==> src/hdl/lcdnw_pkg.sv <==
// Shared types and constants for the character LCD nibble writer.
package lcdnw_pkg;

    // Bus phases of the sequencer.
    typedef enum logic [3:0] {
        PH_IDLE     = 4'd0,
        PH_START    = 4'd1,
        PH_ADDR_LO  = 4'd2,
        PH_ADDR_HI  = 4'd3,
        PH_AACK_LO  = 4'd4,
        PH_AACK_HI  = 4'd5,
        PH_DATA_LO  = 4'd6,
        PH_DATA_HI  = 4'd7,
        PH_DACK_LO  = 4'd8,
        PH_DACK_HI  = 4'd9,
        PH_STOP_LO  = 4'd10,
        PH_STOP_HI  = 4'd11,
        PH_STOP_END = 4'd12,
        PH_SETTLE   = 4'd13
    } phase_t;

    // Operation codes of an input transaction.
    localparam logic [1:0] OP_TICK       = 2'd0;
    localparam logic [1:0] OP_FULL_BYTE  = 2'd1;
    localparam logic [1:0] OP_LOW_NIBBLE = 2'd2;

    // Configuration register indexes.
    localparam logic [1:0] CFG_DEVICE_ADDRESS = 2'd0;
    localparam logic [1:0] CFG_BACKLIGHT_ON   = 2'd1;
    localparam logic [1:0] CFG_SETTLE_TICKS   = 2'd2;

    localparam int CFG_DATA_W = 16;

    // Register reset values.
    localparam logic [6:0]  DEVICE_ADDRESS_RST = 7'd39;
    localparam logic        BACKLIGHT_ON_RST   = 1'b1;
    localparam logic [15:0] SETTLE_TICKS_RST   = 16'd40;

    // Write steps: 0..3 for a full byte, 4..5 for a low nibble only.
    localparam logic [2:0] STEP_FULL_FIRST = 3'd0;
    localparam logic [2:0] STEP_FULL_LAST  = 3'd3;
    localparam logic [2:0] STEP_LOW_FIRST  = 3'd4;
    localparam logic [2:0] STEP_LOW_LAST   = 3'd5;

    typedef struct packed {
        logic [6:0]  device_address;
        logic        backlight_on;
        logic [15:0] settle_ticks;
    } cfg_t;

    typedef struct packed {
        logic scl_level;
        logic sda_level;
        logic ready_res;
        logic ack_seen;
        logic request_dropped;
    } result_t;

endpackage

==> src/hdl/lcdnw_in_if.sv <==
// Input channel: one bus tick with an optional send request.
interface lcdnw_in_if;
    logic       valid;
    logic       ready;
    logic [1:0] operation;
    logic [7:0] payload_byte;
    logic       register_select;
    logic       sda_sample;

    modport source (output valid, output operation, output payload_byte,
                    output register_select, output sda_sample, input ready);
    modport sink   (input valid, input operation, input payload_byte,
                    input register_select, input sda_sample, output ready);
endinterface

==> src/hdl/lcdnw_out_if.sv <==
// Output channel: bus levels and status for one tick.
interface lcdnw_out_if;
    logic valid;
    logic ready;
    logic scl_level;
    logic sda_level;
    logic ready_res;
    logic ack_seen;
    logic request_dropped;

    modport source (output valid, output scl_level, output sda_level,
                    output ready_res, output ack_seen, output request_dropped,
                    input ready);
    modport sink   (input valid, input scl_level, input sda_level,
                    input ready_res, input ack_seen, input request_dropped,
                    output ready);
endinterface

==> src/hdl/i2c_char_lcd_nibble_writer.sv <==
// The result of a tick is registered and presented in the cycle after its transaction is accepted.
// Throughput: one transaction per cycle; the result register frees its slot as it is
// taken, so input ready only drops while a result waits and the sink is stalled.
// Reset: bus idle with both lines released, ack cleared, registers at their
// reset values (address 39, backlight on, settle 40); no result pending.
module i2c_char_lcd_nibble_writer
(
    input  logic                              clk,
    input  logic                              rst_n,
    input  logic                              cfg_we,
    input  logic [1:0]                        cfg_index,
    input  logic [lcdnw_pkg::CFG_DATA_W-1:0]  cfg_data,
    lcdnw_in_if.sink                          req,
    lcdnw_out_if.source                       res
);
    import lcdnw_pkg::*;

    cfg_t    cfg;
    result_t result;
    result_t res_data_reg;
    logic    res_valid_reg;
    logic    fire;

    assign req.ready = !res_valid_reg || res.ready;
    assign fire      = req.valid && req.ready;

    lcdnw_cfg_regs u_cfg_regs
    (
        .clk       (clk),
        .rst_n     (rst_n),
        .cfg_we    (cfg_we),
        .cfg_index (cfg_index),
        .cfg_data  (cfg_data),
        .cfg       (cfg)
    );

    lcdnw_sequencer u_sequencer
    (
        .clk             (clk),
        .rst_n           (rst_n),
        .fire            (fire),
        .operation       (req.operation),
        .payload_byte    (req.payload_byte),
        .register_select (req.register_select),
        .sda_sample      (req.sda_sample),
        .cfg             (cfg),
        .result          (result)
    );

    always_ff @(posedge clk or negedge rst_n)
    begin
        if (!rst_n)
        begin
            res_valid_reg <= 1'b0;
        end
        else if (fire)
        begin
            res_valid_reg <= 1'b1;
        end
        else if (res.ready)
        begin
            res_valid_reg <= 1'b0;
        end
    end

    always_ff @(posedge clk)
    begin
        if (fire)
        begin
            res_data_reg <= result;
        end
    end

    assign res.valid           = res_valid_reg;
    assign res.scl_level       = res_data_reg.scl_level;
    assign res.sda_level       = res_data_reg.sda_level;
    assign res.ready_res       = res_data_reg.ready_res;
    assign res.ack_seen        = res_data_reg.ack_seen;
    assign res.request_dropped = res_data_reg.request_dropped;

endmodule

==> src/hdl/lcdnw_cfg_regs.sv <==
// Configuration registers of the nibble writer.
module lcdnw_cfg_regs
(
    input  logic                                  clk,
    input  logic                                  rst_n,
    input  logic                                  cfg_we,
    input  logic [1:0]                            cfg_index,
    input  logic [lcdnw_pkg::CFG_DATA_W-1:0]      cfg_data,
    output lcdnw_pkg::cfg_t                       cfg
);
    import lcdnw_pkg::*;

    cfg_t cfg_reg;

    always_ff @(posedge clk or negedge rst_n)
    begin
        if (!rst_n)
        begin
            cfg_reg.device_address <= DEVICE_ADDRESS_RST;
            cfg_reg.backlight_on   <= BACKLIGHT_ON_RST;
            cfg_reg.settle_ticks   <= SETTLE_TICKS_RST;
        end
        else if (cfg_we)
        begin
            case (cfg_index)
                CFG_DEVICE_ADDRESS: cfg_reg.device_address <= cfg_data[6:0];
                CFG_BACKLIGHT_ON:   cfg_reg.backlight_on   <= cfg_data[0];
                CFG_SETTLE_TICKS:   cfg_reg.settle_ticks   <= cfg_data[15:0];
                default:            ;
            endcase
        end
    end

    assign cfg = cfg_reg;

endmodule

==> src/hdl/lcdnw_sequencer.sv <==
// Bus phase sequencer: advances at most one phase per accepted tick.
module lcdnw_sequencer
(
    input  logic                 clk,
    input  logic                 rst_n,
    input  logic                 fire,
    input  logic [1:0]           operation,
    input  logic [7:0]           payload_byte,
    input  logic                 register_select,
    input  logic                 sda_sample,
    input  lcdnw_pkg::cfg_t      cfg,
    output lcdnw_pkg::result_t   result
);
    import lcdnw_pkg::*;

    phase_t      phase_reg,    phase_next;
    logic [2:0]  bit_reg,      bit_next;
    logic [7:0]  shift_reg,    shift_next;
    logic [7:0]  pending_reg,  pending_next;
    logic        select_reg,   select_next;
    logic [2:0]  step_reg,     step_next;
    logic [15:0] settle_reg,   settle_next;
    logic        ack_reg,      ack_next;

    logic        request;
    logic        dropped;
    logic [3:0]  nibble;
    logic [7:0]  expander_byte;
    logic        cur_bit;

    // Expander byte: D7..D4 = nibble, BL = bit 3, EN = bit 2, RS = bit 0.
    always_comb
    begin
        nibble = (step_reg <= 3'd1) ? pending_reg[7:4] : pending_reg[3:0];
        expander_byte = {nibble, cfg.backlight_on, ~step_reg[0], 1'b0, select_reg};
    end

    always_comb
    begin
        phase_next   = phase_reg;
        bit_next     = bit_reg;
        shift_next   = shift_reg;
        pending_next = pending_reg;
        select_next  = select_reg;
        step_next    = step_reg;
        settle_next  = settle_reg;
        ack_next     = ack_reg;
        request      = (operation == OP_FULL_BYTE) || (operation == OP_LOW_NIBBLE);
        dropped      = 1'b0;

        if (phase_reg == PH_IDLE)
        begin
            if (request)
            begin
                pending_next = payload_byte;
                select_next  = register_select;
                step_next    = (operation == OP_FULL_BYTE) ? STEP_FULL_FIRST
                                                           : STEP_LOW_FIRST;
                phase_next   = PH_START;
            end
        end
        else
        begin
            dropped = request;
            case (phase_reg)
                PH_START:
                begin
                    shift_next = {cfg.device_address, 1'b0};
                    bit_next   = 3'd7;
                    phase_next = PH_ADDR_LO;
                end
                PH_ADDR_LO: phase_next = PH_ADDR_HI;
                PH_DATA_LO: phase_next = PH_DATA_HI;
                PH_ADDR_HI, PH_DATA_HI:
                begin
                    if (bit_reg == 3'd0)
                    begin
                        phase_next = (phase_reg == PH_ADDR_HI) ? PH_AACK_LO : PH_DACK_LO;
                    end
                    else
                    begin
                        bit_next   = bit_reg - 3'd1;
                        phase_next = (phase_reg == PH_ADDR_HI) ? PH_ADDR_LO : PH_DATA_LO;
                    end
                end
                PH_AACK_LO: phase_next = PH_AACK_HI;
                PH_DACK_LO: phase_next = PH_DACK_HI;
                PH_AACK_HI:
                begin
                    ack_next   = ~sda_sample;
                    shift_next = expander_byte;
                    bit_next   = 3'd7;
                    phase_next = PH_DATA_LO;
                end
                PH_DACK_HI:
                begin
                    ack_next   = ~sda_sample;
                    phase_next = PH_STOP_LO;
                end
                PH_STOP_LO: phase_next = PH_STOP_HI;
                PH_STOP_HI: phase_next = PH_STOP_END;
                PH_STOP_END:
                begin
                    if (step_reg == STEP_FULL_LAST)
                    begin
                        step_next = STEP_FULL_FIRST;
                        if (cfg.settle_ticks != 16'd0)
                        begin
                            settle_next = cfg.settle_ticks;
                            phase_next  = PH_SETTLE;
                        end
                        else
                        begin
                            phase_next = PH_IDLE;
                        end
                    end
                    else if (step_reg >= STEP_LOW_LAST)
                    begin
                        step_next  = STEP_FULL_FIRST;
                        phase_next = PH_IDLE;
                    end
                    else
                    begin
                        step_next  = step_reg + 3'd1;
                        phase_next = PH_START;
                    end
                end
                PH_SETTLE:
                begin
                    if (settle_reg <= 16'd1)
                    begin
                        settle_next = 16'd0;
                        phase_next  = PH_IDLE;
                    end
                    else
                    begin
                        settle_next = settle_reg - 16'd1;
                    end
                end
                default: phase_next = PH_IDLE;
            endcase
        end
    end

    // Line levels belong to the phase entered on this tick.
    always_comb
    begin
        cur_bit = shift_next[bit_next];
        result.ready_res       = (phase_next == PH_IDLE);
        result.ack_seen        = ack_next;
        result.request_dropped = dropped;
        case (phase_next)
            PH_START:               begin result.scl_level = 1'b1; result.sda_level = 1'b0;    end
            PH_ADDR_LO, PH_DATA_LO: begin result.scl_level = 1'b0; result.sda_level = cur_bit; end
            PH_ADDR_HI, PH_DATA_HI: begin result.scl_level = 1'b1; result.sda_level = cur_bit; end
            PH_AACK_LO, PH_DACK_LO: begin result.scl_level = 1'b0; result.sda_level = 1'b1;    end
            PH_STOP_LO:             begin result.scl_level = 1'b0; result.sda_level = 1'b0;    end
            PH_STOP_HI:             begin result.scl_level = 1'b1; result.sda_level = 1'b0;    end
            default:                begin result.scl_level = 1'b1; result.sda_level = 1'b1;    end
        endcase
    end

    always_ff @(posedge clk or negedge rst_n)
    begin
        if (!rst_n)
        begin
            phase_reg   <= PH_IDLE;
            bit_reg     <= 3'd0;
            shift_reg   <= 8'd0;
            pending_reg <= 8'd0;
            select_reg  <= 1'b0;
            step_reg    <= STEP_FULL_FIRST;
            settle_reg  <= 16'd0;
            ack_reg     <= 1'b0;
        end
        else if (fire)
        begin
            phase_reg   <= phase_next;
            bit_reg     <= bit_next;
            shift_reg   <= shift_next;
            pending_reg <= pending_next;
            select_reg  <= select_next;
            step_reg    <= step_next;
            settle_reg  <= settle_next;
            ack_reg     <= ack_next;
        end
    end

endmodule

==> src/flat_wrapper.sv <==
// flat-port wrapper written by rule: the top's interface ports become plain ports
module i2c_char_lcd_nibble_writer_flat import lcdnw_pkg::*;
  (clk, rst_n, cfg_we, cfg_index, cfg_data, req_valid, req_operation, req_payload_byte, req_register_select, req_sda_sample, req_ready, res_valid, res_scl_level, res_sda_level, res_ready_res, res_ack_seen, res_request_dropped, res_ready);
  lcdnw_in_if req_i ();
  lcdnw_out_if res_i ();
  input  logic clk;
  input  logic rst_n;
  input  logic cfg_we;
  input  logic [1:0] cfg_index;
  input  logic [lcdnw_pkg::CFG_DATA_W-1:0] cfg_data;
  input wire logic [$bits(req_i.valid)-1:0] req_valid;
  input wire logic [$bits(req_i.operation)-1:0] req_operation;
  input wire logic [$bits(req_i.payload_byte)-1:0] req_payload_byte;
  input wire logic [$bits(req_i.register_select)-1:0] req_register_select;
  input wire logic [$bits(req_i.sda_sample)-1:0] req_sda_sample;
  output wire logic [$bits(req_i.ready)-1:0] req_ready;
  output wire logic [$bits(res_i.valid)-1:0] res_valid;
  output wire logic [$bits(res_i.scl_level)-1:0] res_scl_level;
  output wire logic [$bits(res_i.sda_level)-1:0] res_sda_level;
  output wire logic [$bits(res_i.ready_res)-1:0] res_ready_res;
  output wire logic [$bits(res_i.ack_seen)-1:0] res_ack_seen;
  output wire logic [$bits(res_i.request_dropped)-1:0] res_request_dropped;
  input wire logic [$bits(res_i.ready)-1:0] res_ready;
  assign req_i.valid = req_valid;
  assign req_i.operation = req_operation;
  assign req_i.payload_byte = req_payload_byte;
  assign req_i.register_select = req_register_select;
  assign req_i.sda_sample = req_sda_sample;
  assign req_ready = req_i.ready;
  assign res_valid = res_i.valid;
  assign res_scl_level = res_i.scl_level;
  assign res_sda_level = res_i.sda_level;
  assign res_ready_res = res_i.ready_res;
  assign res_ack_seen = res_i.ack_seen;
  assign res_request_dropped = res_i.request_dropped;
  assign res_i.ready = res_ready;
  i2c_char_lcd_nibble_writer u_core (.clk(clk), .rst_n(rst_n), .cfg_we(cfg_we), .cfg_index(cfg_index), .cfg_data(cfg_data), .req(req_i), .res(res_i));
endmodule
==> config.mk <==
export PLATFORM = sky130hd
export DESIGN_NAME = i2c_char_lcd_nibble_writer_flat
export DESIGN_NICKNAME = d
export VERILOG_FILES = /design/src/hdl/lcdnw_pkg.sv /design/src/hdl/lcdnw_in_if.sv /design/src/hdl/lcdnw_out_if.sv /design/src/hdl/i2c_char_lcd_nibble_writer.sv /design/src/hdl/lcdnw_cfg_regs.sv /design/src/hdl/lcdnw_sequencer.sv /design/src/flat_wrapper.sv
export SDC_FILE = /design/constraint.sdc
export NUM_CORES = 1
export LEC_CHECK = 0
export BUFFER_PORTS_ARGS = -buffer_cell sky130_fd_sc_hd__buf_2
export CAP_MARGIN = 15
export CORE_MARGIN = 3
export CORE_UTILIZATION = 63
export DETAILED_ROUTE_END_ITERATION = 8
export PLACE_DENSITY = 0.85
export SLEW_MARGIN = 20
export SYNTH_ARGS = -nofsm -noshare
export SYNTH_HDL_FRONTEND = slang
export SYNTH_SLANG_ARGS = --single-unit
==> constraint.sdc <==
create_clock -name clk -period 5.4 [get_ports clk]
set_clock_uncertainty 0.15 [all_clocks]
set_input_delay 0.27 -clock clk [delete_from_list [all_inputs] [get_ports clk]]
set_output_delay 0.27 -clock clk [all_outputs]
set_load 0.005 [all_outputs]
==> results of run 1 <==
logic make-up (layout without fill, tap and decap cells):
kind of cell / after synthesis / count (layout) / share of synthesized area, %
simple gates: 127 / 127 / 17.0
compound gates: 114 / 114 / 17.4
flops: 74 / 74 / 48.6
mux: 36 / 36 / 10.4
buf+inv: 34 / 79 / 3.49
fa+ha+maj: 9 / 9 / 2.91
xor+xnor: 1 / 1 / 0.226
final cells by class:
class                           instances  area (um^2)
Clock buffer                           11          131
Clock inverter                          5         55.1
Fill cell                             414         1410
Inverter                               17         63.8
Multi-Input combinational cell        287         1860
Sequential cell                        74         1890
Tap cell                               72         90.1
Timing Repair Buffer                   46          250
layer usage:
metal | up-vias | routed length, um | GRT usage [%]
met2 | 131 | 3670 | 36.6
li1 | 1511 | - | -
met5 | - | 0 | 0
met4 | 0 | 119 | 5.61
met1 | 1509 | 3790 | 35.7
met3 | 18 | 610 | 6.87
cells in the mapped netlist, types with 4 or more instances:
master    count  area share (%)
o21ai_0      55             7.1
dfstp_2       7             4.7
edfxtp_1      5             3.9
nand3_1       7            0.90
nand2b_1      5            0.81
o21a_1        4            0.77
nor2_1       27             2.6
nand2_1      40             3.9
a21oi_1      20             2.6
clkbuf_1     13             1.3
mux2_2       34             9.9
ha_1          9             2.9
dfrtp_1      62              40
a22oi_1       9             1.7
nor3_1       12             1.5
inv_1        17             1.6
nand3b_1      5            0.97
nor4_1        8             1.3
a31oi_1       6            0.97
path summary, 6_finish.rpt:
check                                                 from                                end
max in group asynchronous                            rst_n    u_core.u_sequencer.shift_reg[6]
setup / recovery           u_core.u_sequencer.phase_reg[2]  u_core.u_sequencer.settle_reg[10]
min in group clk                              cfg_data[13]          u_core.u_cfg_regs.cfg[13]
setup reg to reg           u_core.u_sequencer.phase_reg[2]  u_core.u_sequencer.settle_reg[10]
hold / removal                                       rst_n  u_core.u_sequencer.settle_reg[12]
hold reg to reg              u_core.u_sequencer.bit_reg[1]      u_core.u_sequencer.bit_reg[1]
timing repair:
action / CTS / global route
hold endpoints to repair: 1 / 2
hold buffers: 1 / 2
resized for setup: 0 / 0
endpoints found under the setup margin: 0 / 0
per-stage QoR:
stage,cell area (um^2),hold slack [ns]
finish,4330,-0.0457
global route,4330,0.000663
CTS,4310,0.00241
detailed placement,4120,0.317
global placement,4120,0.313
floorplan,3880,-0.176
worst max-delay path: stages (launching register included):
cell and delay [ns]:
dfrtp_1 0.78, nand3_1 0.75, a21o_1 0.57, nor4_1 0.33, a21oi_1 0.09, o21ai_0 0.19
report_power, final:
part | internal, W | switching (W) | total [W]
Sequential | 0.000773 | 0.000206 | 0.000979
Clock | 0.000214 | 0.000201 | 0.000415
Combinational | 0.000369 | 0.000502 | 0.000870
Total | 0.00135 | 0.000909 | 0.00226
==> results.sh, run 1 <==
export IMPL_fmax_mhz=339
export IMPL_clock_latency_ns=0.34
export IMPL_postSynthCellCount=395
export IMPL_dp_cells=493
export IMPL_cts_buffers=9
export IMPL_cp_start_kind="flop"
export IMPL_antenna_cells=0
export IMPL_slew_violations=0
export IMPL_cts_root_buf="clkbuf_8"
export IMPL_synth_edff_count=5
export IMPL_postSynth_asyncResetShare_pct=93.2
export IMPL_clk_pin_slew_ns=0.08
export IMPL_setup_viol=0
export IMPL_start_util_pct=67.5
export IMPL_worst_r2r_setup_slack_ns=2.45
export IMPL_syn_num_nets=439
export IMPL_rsz0062_at_grt="no"
export IMPL_vdd_drop_max_v=0.000273
export IMPL_ys_warn_count=0
export IMPL_leakagePower_nw=1.89
export IMPL_ioPinCount=42
export IMPL_first_pass_iters=5
export IMPL_setup_slack_ns=2.45
export IMPL_cp_end_kind="flop"
export IMPL_yosysUniqueCellTypes=53
export IMPL_period_needed_ns=2.95
export IMPL_synth_area_per_cell_um2=9.81
export IMPL_cp_data_required_time_ns=5.51
export IMPL_drc=0
export IMPL_portBuffers=41
export IMPL_violations="negative hold slack"
export IMPL_cts_path_max_buffers=2
export IMPL_nNetsFinal=479
export IMPL_gp_congestion=0.892
export IMPL_mostFrequentLayoutCell="dfrtp_1"
export IMPL_hold_violations=48
export IMPL_timing_hold_ws_ns=-0.0457
export IMPL_drt_iter0_drc=319
export IMPL_mostFrequentLayoutCells="dfrtp_1 (62), o21ai_0 (55), buf_2 (41)"
export IMPL_via_count=3169
export IMPL_routedWlPerCell_um=16.0
export IMPL_area_delta_synth_final_pct=11.7
export IMPL_slew_headroom_pct=32.4
export IMPL_row_count=27
export IMPL_antenna_found_initial=0
export IMPL_maxCapViolCount=0
export IMPL_wirelength_um=8190
export IMPL_hold_path_class="primary input to asynchronous set/reset pin"
export IMPL_htreeDepth=3
export IMPL_grt_use_total_pct=24.4
export IMPL_ant_nets=0
export IMPL_grt_first_pass_wirelength_um=14100
export IMPL_cts_tree="yes"
export IMPL_critPathMaxFanout=21
export IMPL_netlist_area_um2=3880
export IMPL_clock_sinks=74
export IMPL_die_area_um2=7130
export IMPL_crit_type="flop to flop"
export IMPL_rr_worst_depth=5
export IMPL_die_h_um=84.4
export IMPL_worst_pin_slew_ns=1.01
export IMPL_core_area_um2=5740
export IMPL_post_cts_buffers=0
export IMPL_tns_ns=0
export IMPL_drive_gt1_share_pct=24.5
export IMPL_overflow=0
export IMPL_largest_reg_flops=24
export IMPL_outcome="finished, violations left"
export IMPL_p_per_area_nw_per_um2=523
export IMPL_synth_ff_type="dfrtp_1"
export IMPL_post_place_ws_ns=2.57
export IMPL_dp_hpwl_um=5810
export IMPL_grt_pass1_vias=2976
export IMPL_die_width_um=84.4
export IMPL_crit_arrival_ns=3.06
export IMPL_ys_seq_elements=74
export IMPL_final_cells=512
export IMPL_synth_seq_area_share_pct=48.6
export IMPL_power_w=0.00226
export IMPL_timing_final_crit_share_pct=54.6
export IMPL_viasPerCell=6.19
export IMPL_final_core_utilization_pct=75.4
export IMPL_grt_max_degree=70
Note: power is estimated with default switching activity, not from simulation.
==> run 2, diff against run 1 <==
--- a/config.mk
+++ b/config.mk
@@ -5,12 +5,13 @@
 export SDC_FILE = /design/constraint.sdc
 export NUM_CORES = 1
 export LEC_CHECK = 0
+export ABC_AREA = 1
 export BUFFER_PORTS_ARGS = -buffer_cell sky130_fd_sc_hd__buf_2
 export CAP_MARGIN = 15
 export CORE_MARGIN = 3
-export CORE_UTILIZATION = 63
+export CORE_UTILIZATION = 59
 export DETAILED_ROUTE_END_ITERATION = 8
-export PLACE_DENSITY = 0.85
+export PLACE_DENSITY = 0.8
 export SLEW_MARGIN = 20
 export SYNTH_ARGS = -nofsm -noshare
 export SYNTH_HDL_FRONTEND = slang
==> constraint.sdc (replaced) <==
create_clock -name clk -period 2.8 [get_ports clk]
set_clock_uncertainty 0.15 [all_clocks]
set_input_delay 0.14 -clock clk [delete_from_list [all_inputs] [get_ports clk]]
set_output_delay 0.14 -clock clk [all_outputs]
set_load 0.005 [all_outputs]
==> results.sh, run 2 <==
export IMPL_largest_reg_flops=24
export IMPL_slew_headroom_pct=44.5
export IMPL_hold_start="req_operation[0]"
export IMPL_clk_pin_slew_ns=0.08
export IMPL_start_util_pct=62.1
export IMPL_crit_arrival_ns=2.24
export IMPL_cp_data_required_time_ns=2.76
export IMPL_wirelength_um=9550
export IMPL_rr_worst_depth=11
export IMPL_drt_iter0_drc=240
export IMPL_nFillCells=486
export IMPL_htreeDepth=3
export IMPL_worst_pin_slew_ns=0.830
export IMPL_area_delta_synth_final_pct=20.4
export IMPL_crit_chain="inv_1 -> ha_1 -> o21ai_0 -> nor2_1 -> nand2_1 -> nand2_2 -> nand4_2 -> inv_1 -> nand3_1 -> nand2_1 -> nand2_1"
export IMPL_reg2reg_to="u_core.res.sda_level"
export IMPL_first_pass_iters=5
export IMPL_cp_start_kind="flop"
export IMPL_antenna_cells=0
export IMPL_cp_end_kind="flop"
export IMPL_slew_violations=0
export IMPL_ys_warn_count=0
export IMPL_grt_first_pass_wirelength_um=16000
export IMPL_setup_viol=0
export IMPL_overflow=0
export IMPL_dp_cells=610
export IMPL_path_common_cell="nand2_1"
export IMPL_leakagePower_nw=2.37
export IMPL_syn_num_nets=546
export IMPL_gp_congestion=0.891
export IMPL_synth_ff_type="dfrtp_1"
export IMPL_synth_commonest_cells="nand2_1 (106), dfrtp_1 (62), inv_1 (60), nor2_1 (49), o21ai_0 (44)"
export IMPL_synth_edff_count=5
export IMPL_maxCapViolCount=0
export IMPL_netlist_area_um2=4030
export IMPL_path_depth=11
export IMPL_cts_root_buf="clkbuf_8"
export IMPL_rr_startpoint="u_core.u_sequencer.settle_reg[1]"
export IMPL_core_area_um2=6490
export IMPL_synth_top_area_share_pct=38.5
export IMPL_hold_path_class="primary input to flop"
export IMPL_slowest_delay_ns=0.36
export IMPL_ioPinCount=42
export IMPL_final_cells=658
export IMPL_grt_max_degree=27
export IMPL_row_count=29
export IMPL_outcome="completed"
export IMPL_hold_violations=0
export IMPL_synth_seq_area_share_pct=46.8
export IMPL_timing_final_crit_share_pct=81.5
export IMPL_yosysUniqueCellTypes=40
export IMPL_die_width_um=88.7
export IMPL_fmax_mhz=438
export IMPL_drc=0
export IMPL_cts_buffers=9
export IMPL_ys_seq_elements=74
export IMPL_cts_tree="yes"
export IMPL_cts_path_max_buffers=2
export IMPL_vdd_drop_max_v=0.000588
export IMPL_die_h_um=88.7
export IMPL_viasPerCell=5.53
export IMPL_postSynth_asyncResetShare_pct=93.2
export IMPL_crit_end="u_core.res.sda_level"
export IMPL_crit_type="flop to flop"
export IMPL_clock_latency_ns=0.35
export IMPL_worst_r2r_setup_slack_ns=0.52
export IMPL_mostFrequentLayoutCells="nand2_1 (106), dfrtp_1 (62), inv_1 (60)"
export IMPL_crit_path_start="u_core.u_sequencer.settle_reg[1]"
export IMPL_worst_path_buf_inv=2
export IMPL_dp_hpwl_um=6480
export IMPL_synth_largest_area_cell="dfrtp_1"
export IMPL_portBuffers=41
export IMPL_via_count=3638
export IMPL_synth_area_per_cell_um2=8.03
export IMPL_critPathMaxFanout=20
export IMPL_grt_pass1_vias=3473
export IMPL_drive_gt1_share_pct=16.7
export IMPL_ant_nets=0
export IMPL_die_area_um2=7860
export IMPL_mostFrequentLayoutCell="nand2_1"
export IMPL_tns_ns=0
export IMPL_yosysMostFrequentCell="nand2_1"
export IMPL_rsz0062_at_grt="no"
export IMPL_grt_use_total_pct=26.5
export IMPL_postSynthCellCount=502
export IMPL_synth_area_leaders="dfrtp_1 (38%), nand2_1 (9.9%), inv_1 (5.6%)"
export IMPL_clock_sinks=74
export IMPL_crit_family="simple AND/OR/NAND/NOR gates"
export IMPL_p_per_area_nw_per_um2=942
export IMPL_period_needed_ns=2.28
export IMPL_antenna_found_initial=0
export IMPL_cp_slowest_cell="dfrtp_1"
export IMPL_nNetsFinal=620
export IMPL_routedWlPerCell_um=14.5
export IMPL_post_cts_resized=0
[run 2: per-layer routing]
| layer | routed length, um | share of wire [%] | track usage, % | vias up |
|---|---|---|---|---|
| met5 | 0 | 0 | 0 | - |
| li1 | - | - | - | 1794 |
| met1 | 4220 | 44 | 34.9 | 1688 |
| met4 | 137 | 1.4 | 10.2 | 0 |
| met3 | 568 | 6.0 | 4.56 | 13 |
| met2 | 4620 | 48 | 43.6 | 143 |
[run 2: worst min-delay path by stage]
stage,endpoint,cells past startpoint
6_report,u_core.res.request_dropped,3
5_1_grt,u_core.res.request_dropped,3
4_1_cts,u_core.res.request_dropped,3
3_5_place_dp,u_core.u_cfg_regs.cfg[10],1
3_3_place_gp,u_core.u_cfg_regs.cfg[11],1
2_1_floorplan,u_core.res.valid,0
[run 2: report_power, final]
group	leakage (nW)	internal (W)	switching, W
Clock	0.127	0.000642	0.000391
Combinational	1.38	0.000666	0.00108
Sequential	0.864	0.00149	0.000301
[run 2: cell families (layout without fill, tap and decap cells)]
kind of cell,after synthesis,count (layout),synth area share (%)
mux,7,7,1.95
flops,74,74,46.8
xor+xnor,11,11,2.39
compound gates,106,106,14.1
simple gates,212,212,23.5
fa+ha+maj,9,9,2.79
buf+inv,83,162,8.47
[run 2: stage by stage]
stage          power, W  setup WS [ns]  utilization (%)  hold slack [ns]  area [um^2]
6_report        0.00457          0.519             74.7           0.0790         4850
5_1_grt         0.00497          0.292             74.7           0.0917         4850
2_1_floorplan   0.00303          0.751                -           -0.306         4030
3_5_place_dp    0.00348          0.550             65.9          0.00334         4280
4_1_cts         0.00456          0.544             74.7           0.0736         4850
3_3_place_gp    0.00340          0.621             65.9        -0.000305         4280
[run 2: cell type report]
class | count | area [um^2] | share of cell area, %
flip-flops and latches | 74 | 1890 | 38.9
multi-input cells | 345 | 1810 | 37.2
repair buffers | 77 | 556 | 11.4
inverters | 69 | 259 | 5.34
clock buffers | 12 | 155 | 3.20
clock inverters | 4 | 96.3 | 1.99
well taps | 77 | 96.3 | 1.99
[run 2: worst min-delay path: stages]
cell and delay (ns):
buf_2 0.08, ha_1 0.14, nor2_1 0.05
[run 2: timing repair]
action | CTS | global route
endpoints found under the hold margin | 57 | 0
hold buffers | 32 | 0
setup endpoints to repair | 0 | 0
setup buffers | 0 | 0
==> run 3, diff against run 2 <==
--- a/config.mk
+++ b/config.mk
@@ -5,13 +5,13 @@
 export SDC_FILE = /design/constraint.sdc
 export NUM_CORES = 1
 export LEC_CHECK = 0
-export ABC_AREA = 1
+export ABC_AREA = 0
 export BUFFER_PORTS_ARGS = -buffer_cell sky130_fd_sc_hd__buf_2
 export CAP_MARGIN = 15
 export CORE_MARGIN = 3
-export CORE_UTILIZATION = 59
+export CORE_UTILIZATION = 53
 export DETAILED_ROUTE_END_ITERATION = 8
-export PLACE_DENSITY = 0.8
+export PLACE_DENSITY = 0.76
 export SLEW_MARGIN = 20
 export SYNTH_ARGS = -nofsm -noshare
 export SYNTH_HDL_FRONTEND = slang
==> constraint.sdc (replaced) <==
create_clock -name clk -period 2 [get_ports clk]
set_clock_uncertainty 0.15 [all_clocks]
set_input_delay 0.1 -clock clk [delete_from_list [all_inputs] [get_ports clk]]
set_output_delay 0.1 -clock clk [all_outputs]
set_load 0.005 [all_outputs]
==> results.sh, run 3 (synthesis results as in run 1) <==
export IMPL_outcome="finished, violations left"
export IMPL_violations="negative setup slack"
export IMPL_clock_latency_ns=0.35
export IMPL_die_h_um=91.5
export IMPL_ant_nets=0
export IMPL_drc=0
export IMPL_area_delta_synth_final_pct=43.9
export IMPL_hold_depth=5
export IMPL_overflow=0
export IMPL_hold_violations=0
export IMPL_antenna_cells=0
export IMPL_slew_violations=0
export IMPL_clk_pin_slew_ns=0.08
export IMPL_drt_iter0_drc=309
export IMPL_largest_reg_flops=24
export IMPL_core_area_um2=6940
export IMPL_grt_max_degree=27
export IMPL_routedWlPerCell_um=17.9
export IMPL_ff_latch_area_um2=1890
export IMPL_reg2reg_to="u_core.u_sequencer.settle_reg[15]"
export IMPL_slew_headroom_pct=57.5
export IMPL_ioPinCount=42
export IMPL_busiest_layer="met2"
export IMPL_cts_root_buf="clkbuf_8"
export IMPL_power_w=0.00795
export IMPL_die_width_um=91.5
export IMPL_maxCapViolCount=0
export IMPL_rsz0062_at_grt="yes"
export IMPL_first_pass_iters=5
export IMPL_dpl_cell_area_um2=4760
export IMPL_crit_arrival_ns=2.41
export IMPL_mostFrequentLayoutCell="buf_4"
export IMPL_multi_input_area_um2=2040
export IMPL_gp_congestion=0.874
export IMPL_start_util_pct=55.8
export IMPL_cp_end_kind="flop"
export IMPL_die_area_um2=8380
export IMPL_viasPerCell=5.93
export IMPL_worst_r2r_setup_slack_ns=-0.32
export IMPL_grt_pass1_vias=3846
export IMPL_leakagePower_nw=2.50
export IMPL_fmax_mhz=431
export IMPL_drive_gt1_share_pct=40.9
export IMPL_nNetsFinal=599
export IMPL_setup_slack_ns=-0.322
export IMPL_rr_worst_depth=7
export IMPL_nFillCells=391
export IMPL_crit_path_start="u_core.u_sequencer.settle_reg[7]"
export IMPL_clock_sinks=74
export IMPL_p_per_area_nw_per_um2=1430
export IMPL_antenna_found_initial=0
export IMPL_row_count=30
export IMPL_htreeDepth=3
export IMPL_cts_path_max_buffers=2
export IMPL_final_area_um2=5580
export IMPL_mostFrequentLayoutCells="buf_4 (83), dfrtp_1 (61), buf_2 (41)"
export IMPL_grt_use_met2_pct=47.2
export IMPL_critPathMaxFanout=6
export IMPL_cts_tree="yes"
export IMPL_cp_data_required_time_ns=2.09
export IMPL_timing_final_crit_share_pct=116
export IMPL_via_count=3887
export IMPL_cts_buffers=9
export IMPL_wirelength_um=11700
export IMPL_crit_type="flop to flop"
export IMPL_timing_hold_ws_ns=0.0622
export IMPL_vdd_drop_max_v=0.000766
export IMPL_tns_ns=-5.21
export IMPL_period_needed_ns=2.32
export IMPL_rr_startpoint="u_core.u_sequencer.settle_reg[7]"
export IMPL_use_met1_pct=35.5
export IMPL_grt_use_total_pct=28.0
export IMPL_worst_pin_slew_ns=0.637
export IMPL_hold_path_endpoint="u_core.u_sequencer.step_reg[2]"
export IMPL_portBuffers=41
export IMPL_setup_viol=22
export IMPL_grt_first_pass_wirelength_um=18600
export IMPL_hold_path_class="primary input to flop"
export IMPL_hold_start="req_operation[0]"
export IMPL_gr_usage_met3_pct=5.47
export IMPL_cp_start_kind="flop"
export IMPL_dp_hpwl_um=7180
-- run 3: cell count changes in the layout (fill, tap and decap cells not counted), moves of 7 or more --
cell,delta
inv_2,-7
nand2_1,-66
xor2_1,-7
nand3_1,-24
inv_1,-45
o21ai_0,-10
buf_6,+9
mux2_2,+31
nor4_1,+7
buf_4,+79
nor2_1,-26
-- run 3: per-stage QoR --
stage / std cells / worst slack [ns] / util [%]
2_1_floorplan: 395 / -0.191 / -
3_3_place_gp: 594 / -0.170 / 68.5
3_5_place_dp: 594 / -0.284 / 68.5
4_1_cts: 651 / -0.235 / 78.6
5_1_grt: 656 / -0.411 / 80.3
6_report: 656 / -0.322 / 80.3
-- run 3: power by group --
group | switching, W | leakage [nW] | total [W] | internal [W]
Clock | 0.000599 | 0.0979 | 0.00119 | 0.000593
Sequential | 0.000397 | 0.881 | 0.00249 | 0.00209
Combinational | 0.00217 | 1.52 | 0.00428 | 0.00210
Total | 0.00317 | 2.50 | 0.00795 | 0.00478
-- run 3: critical path, stage by stage (launching register included) --
cell     delay, ns
dfrtp_1       0.38
or4_4         0.56
buf_6         0.14
nor3_4        0.17
a21o_1        0.27
buf_6         0.17
a21oi_2       0.04
o32a_1        0.33
-- run 3: worst max-delay path by stage --
stage	end	slack [ns]	cells past startpoint
6_report	u_core.u_sequencer.settle_reg[15]	-0.32	7
5_1_grt	u_core.u_sequencer.settle_reg[15]	-0.41	7
4_1_cts	u_core.u_sequencer.settle_reg[15]	-0.24	5
3_5_place_dp	u_core.u_sequencer.settle_reg[15]	-0.28	6
3_3_place_gp	u_core.u_sequencer.settle_reg[14]	-0.17	6
2_1_floorplan	u_core.u_sequencer.settle_reg[14]	-0.19	6
-- run 3: final cells by class --
class	count	area share (%)
inverters	17	1.14
clock inverters	6	1.30
clock buffers	10	2.29
multi-input cells	287	36.5
flip-flops and latches	74	33.8
well taps	96	2.15
repair buffers	166	22.8
-- run 3: what timing repair did --
action / in CTS / in global routing
hold endpoints to repair: 59 / 0
pin swaps: 15 / 9
resized for setup: 33 / 32
hold buffers: 32 / 0
buffers inserted: 9 / 5
endpoints found under the setup margin: 23 / 41
gates cloned: 1 / 0
-- run 3: metal layers --
metal	vias up	share of wire [%]	wire length [um]
li1	1757	-	-
met1	1902	41	4810
met2	189	50	5820
met3	39	6.8	791
met4	0	2.5	297
met5	-	0	0
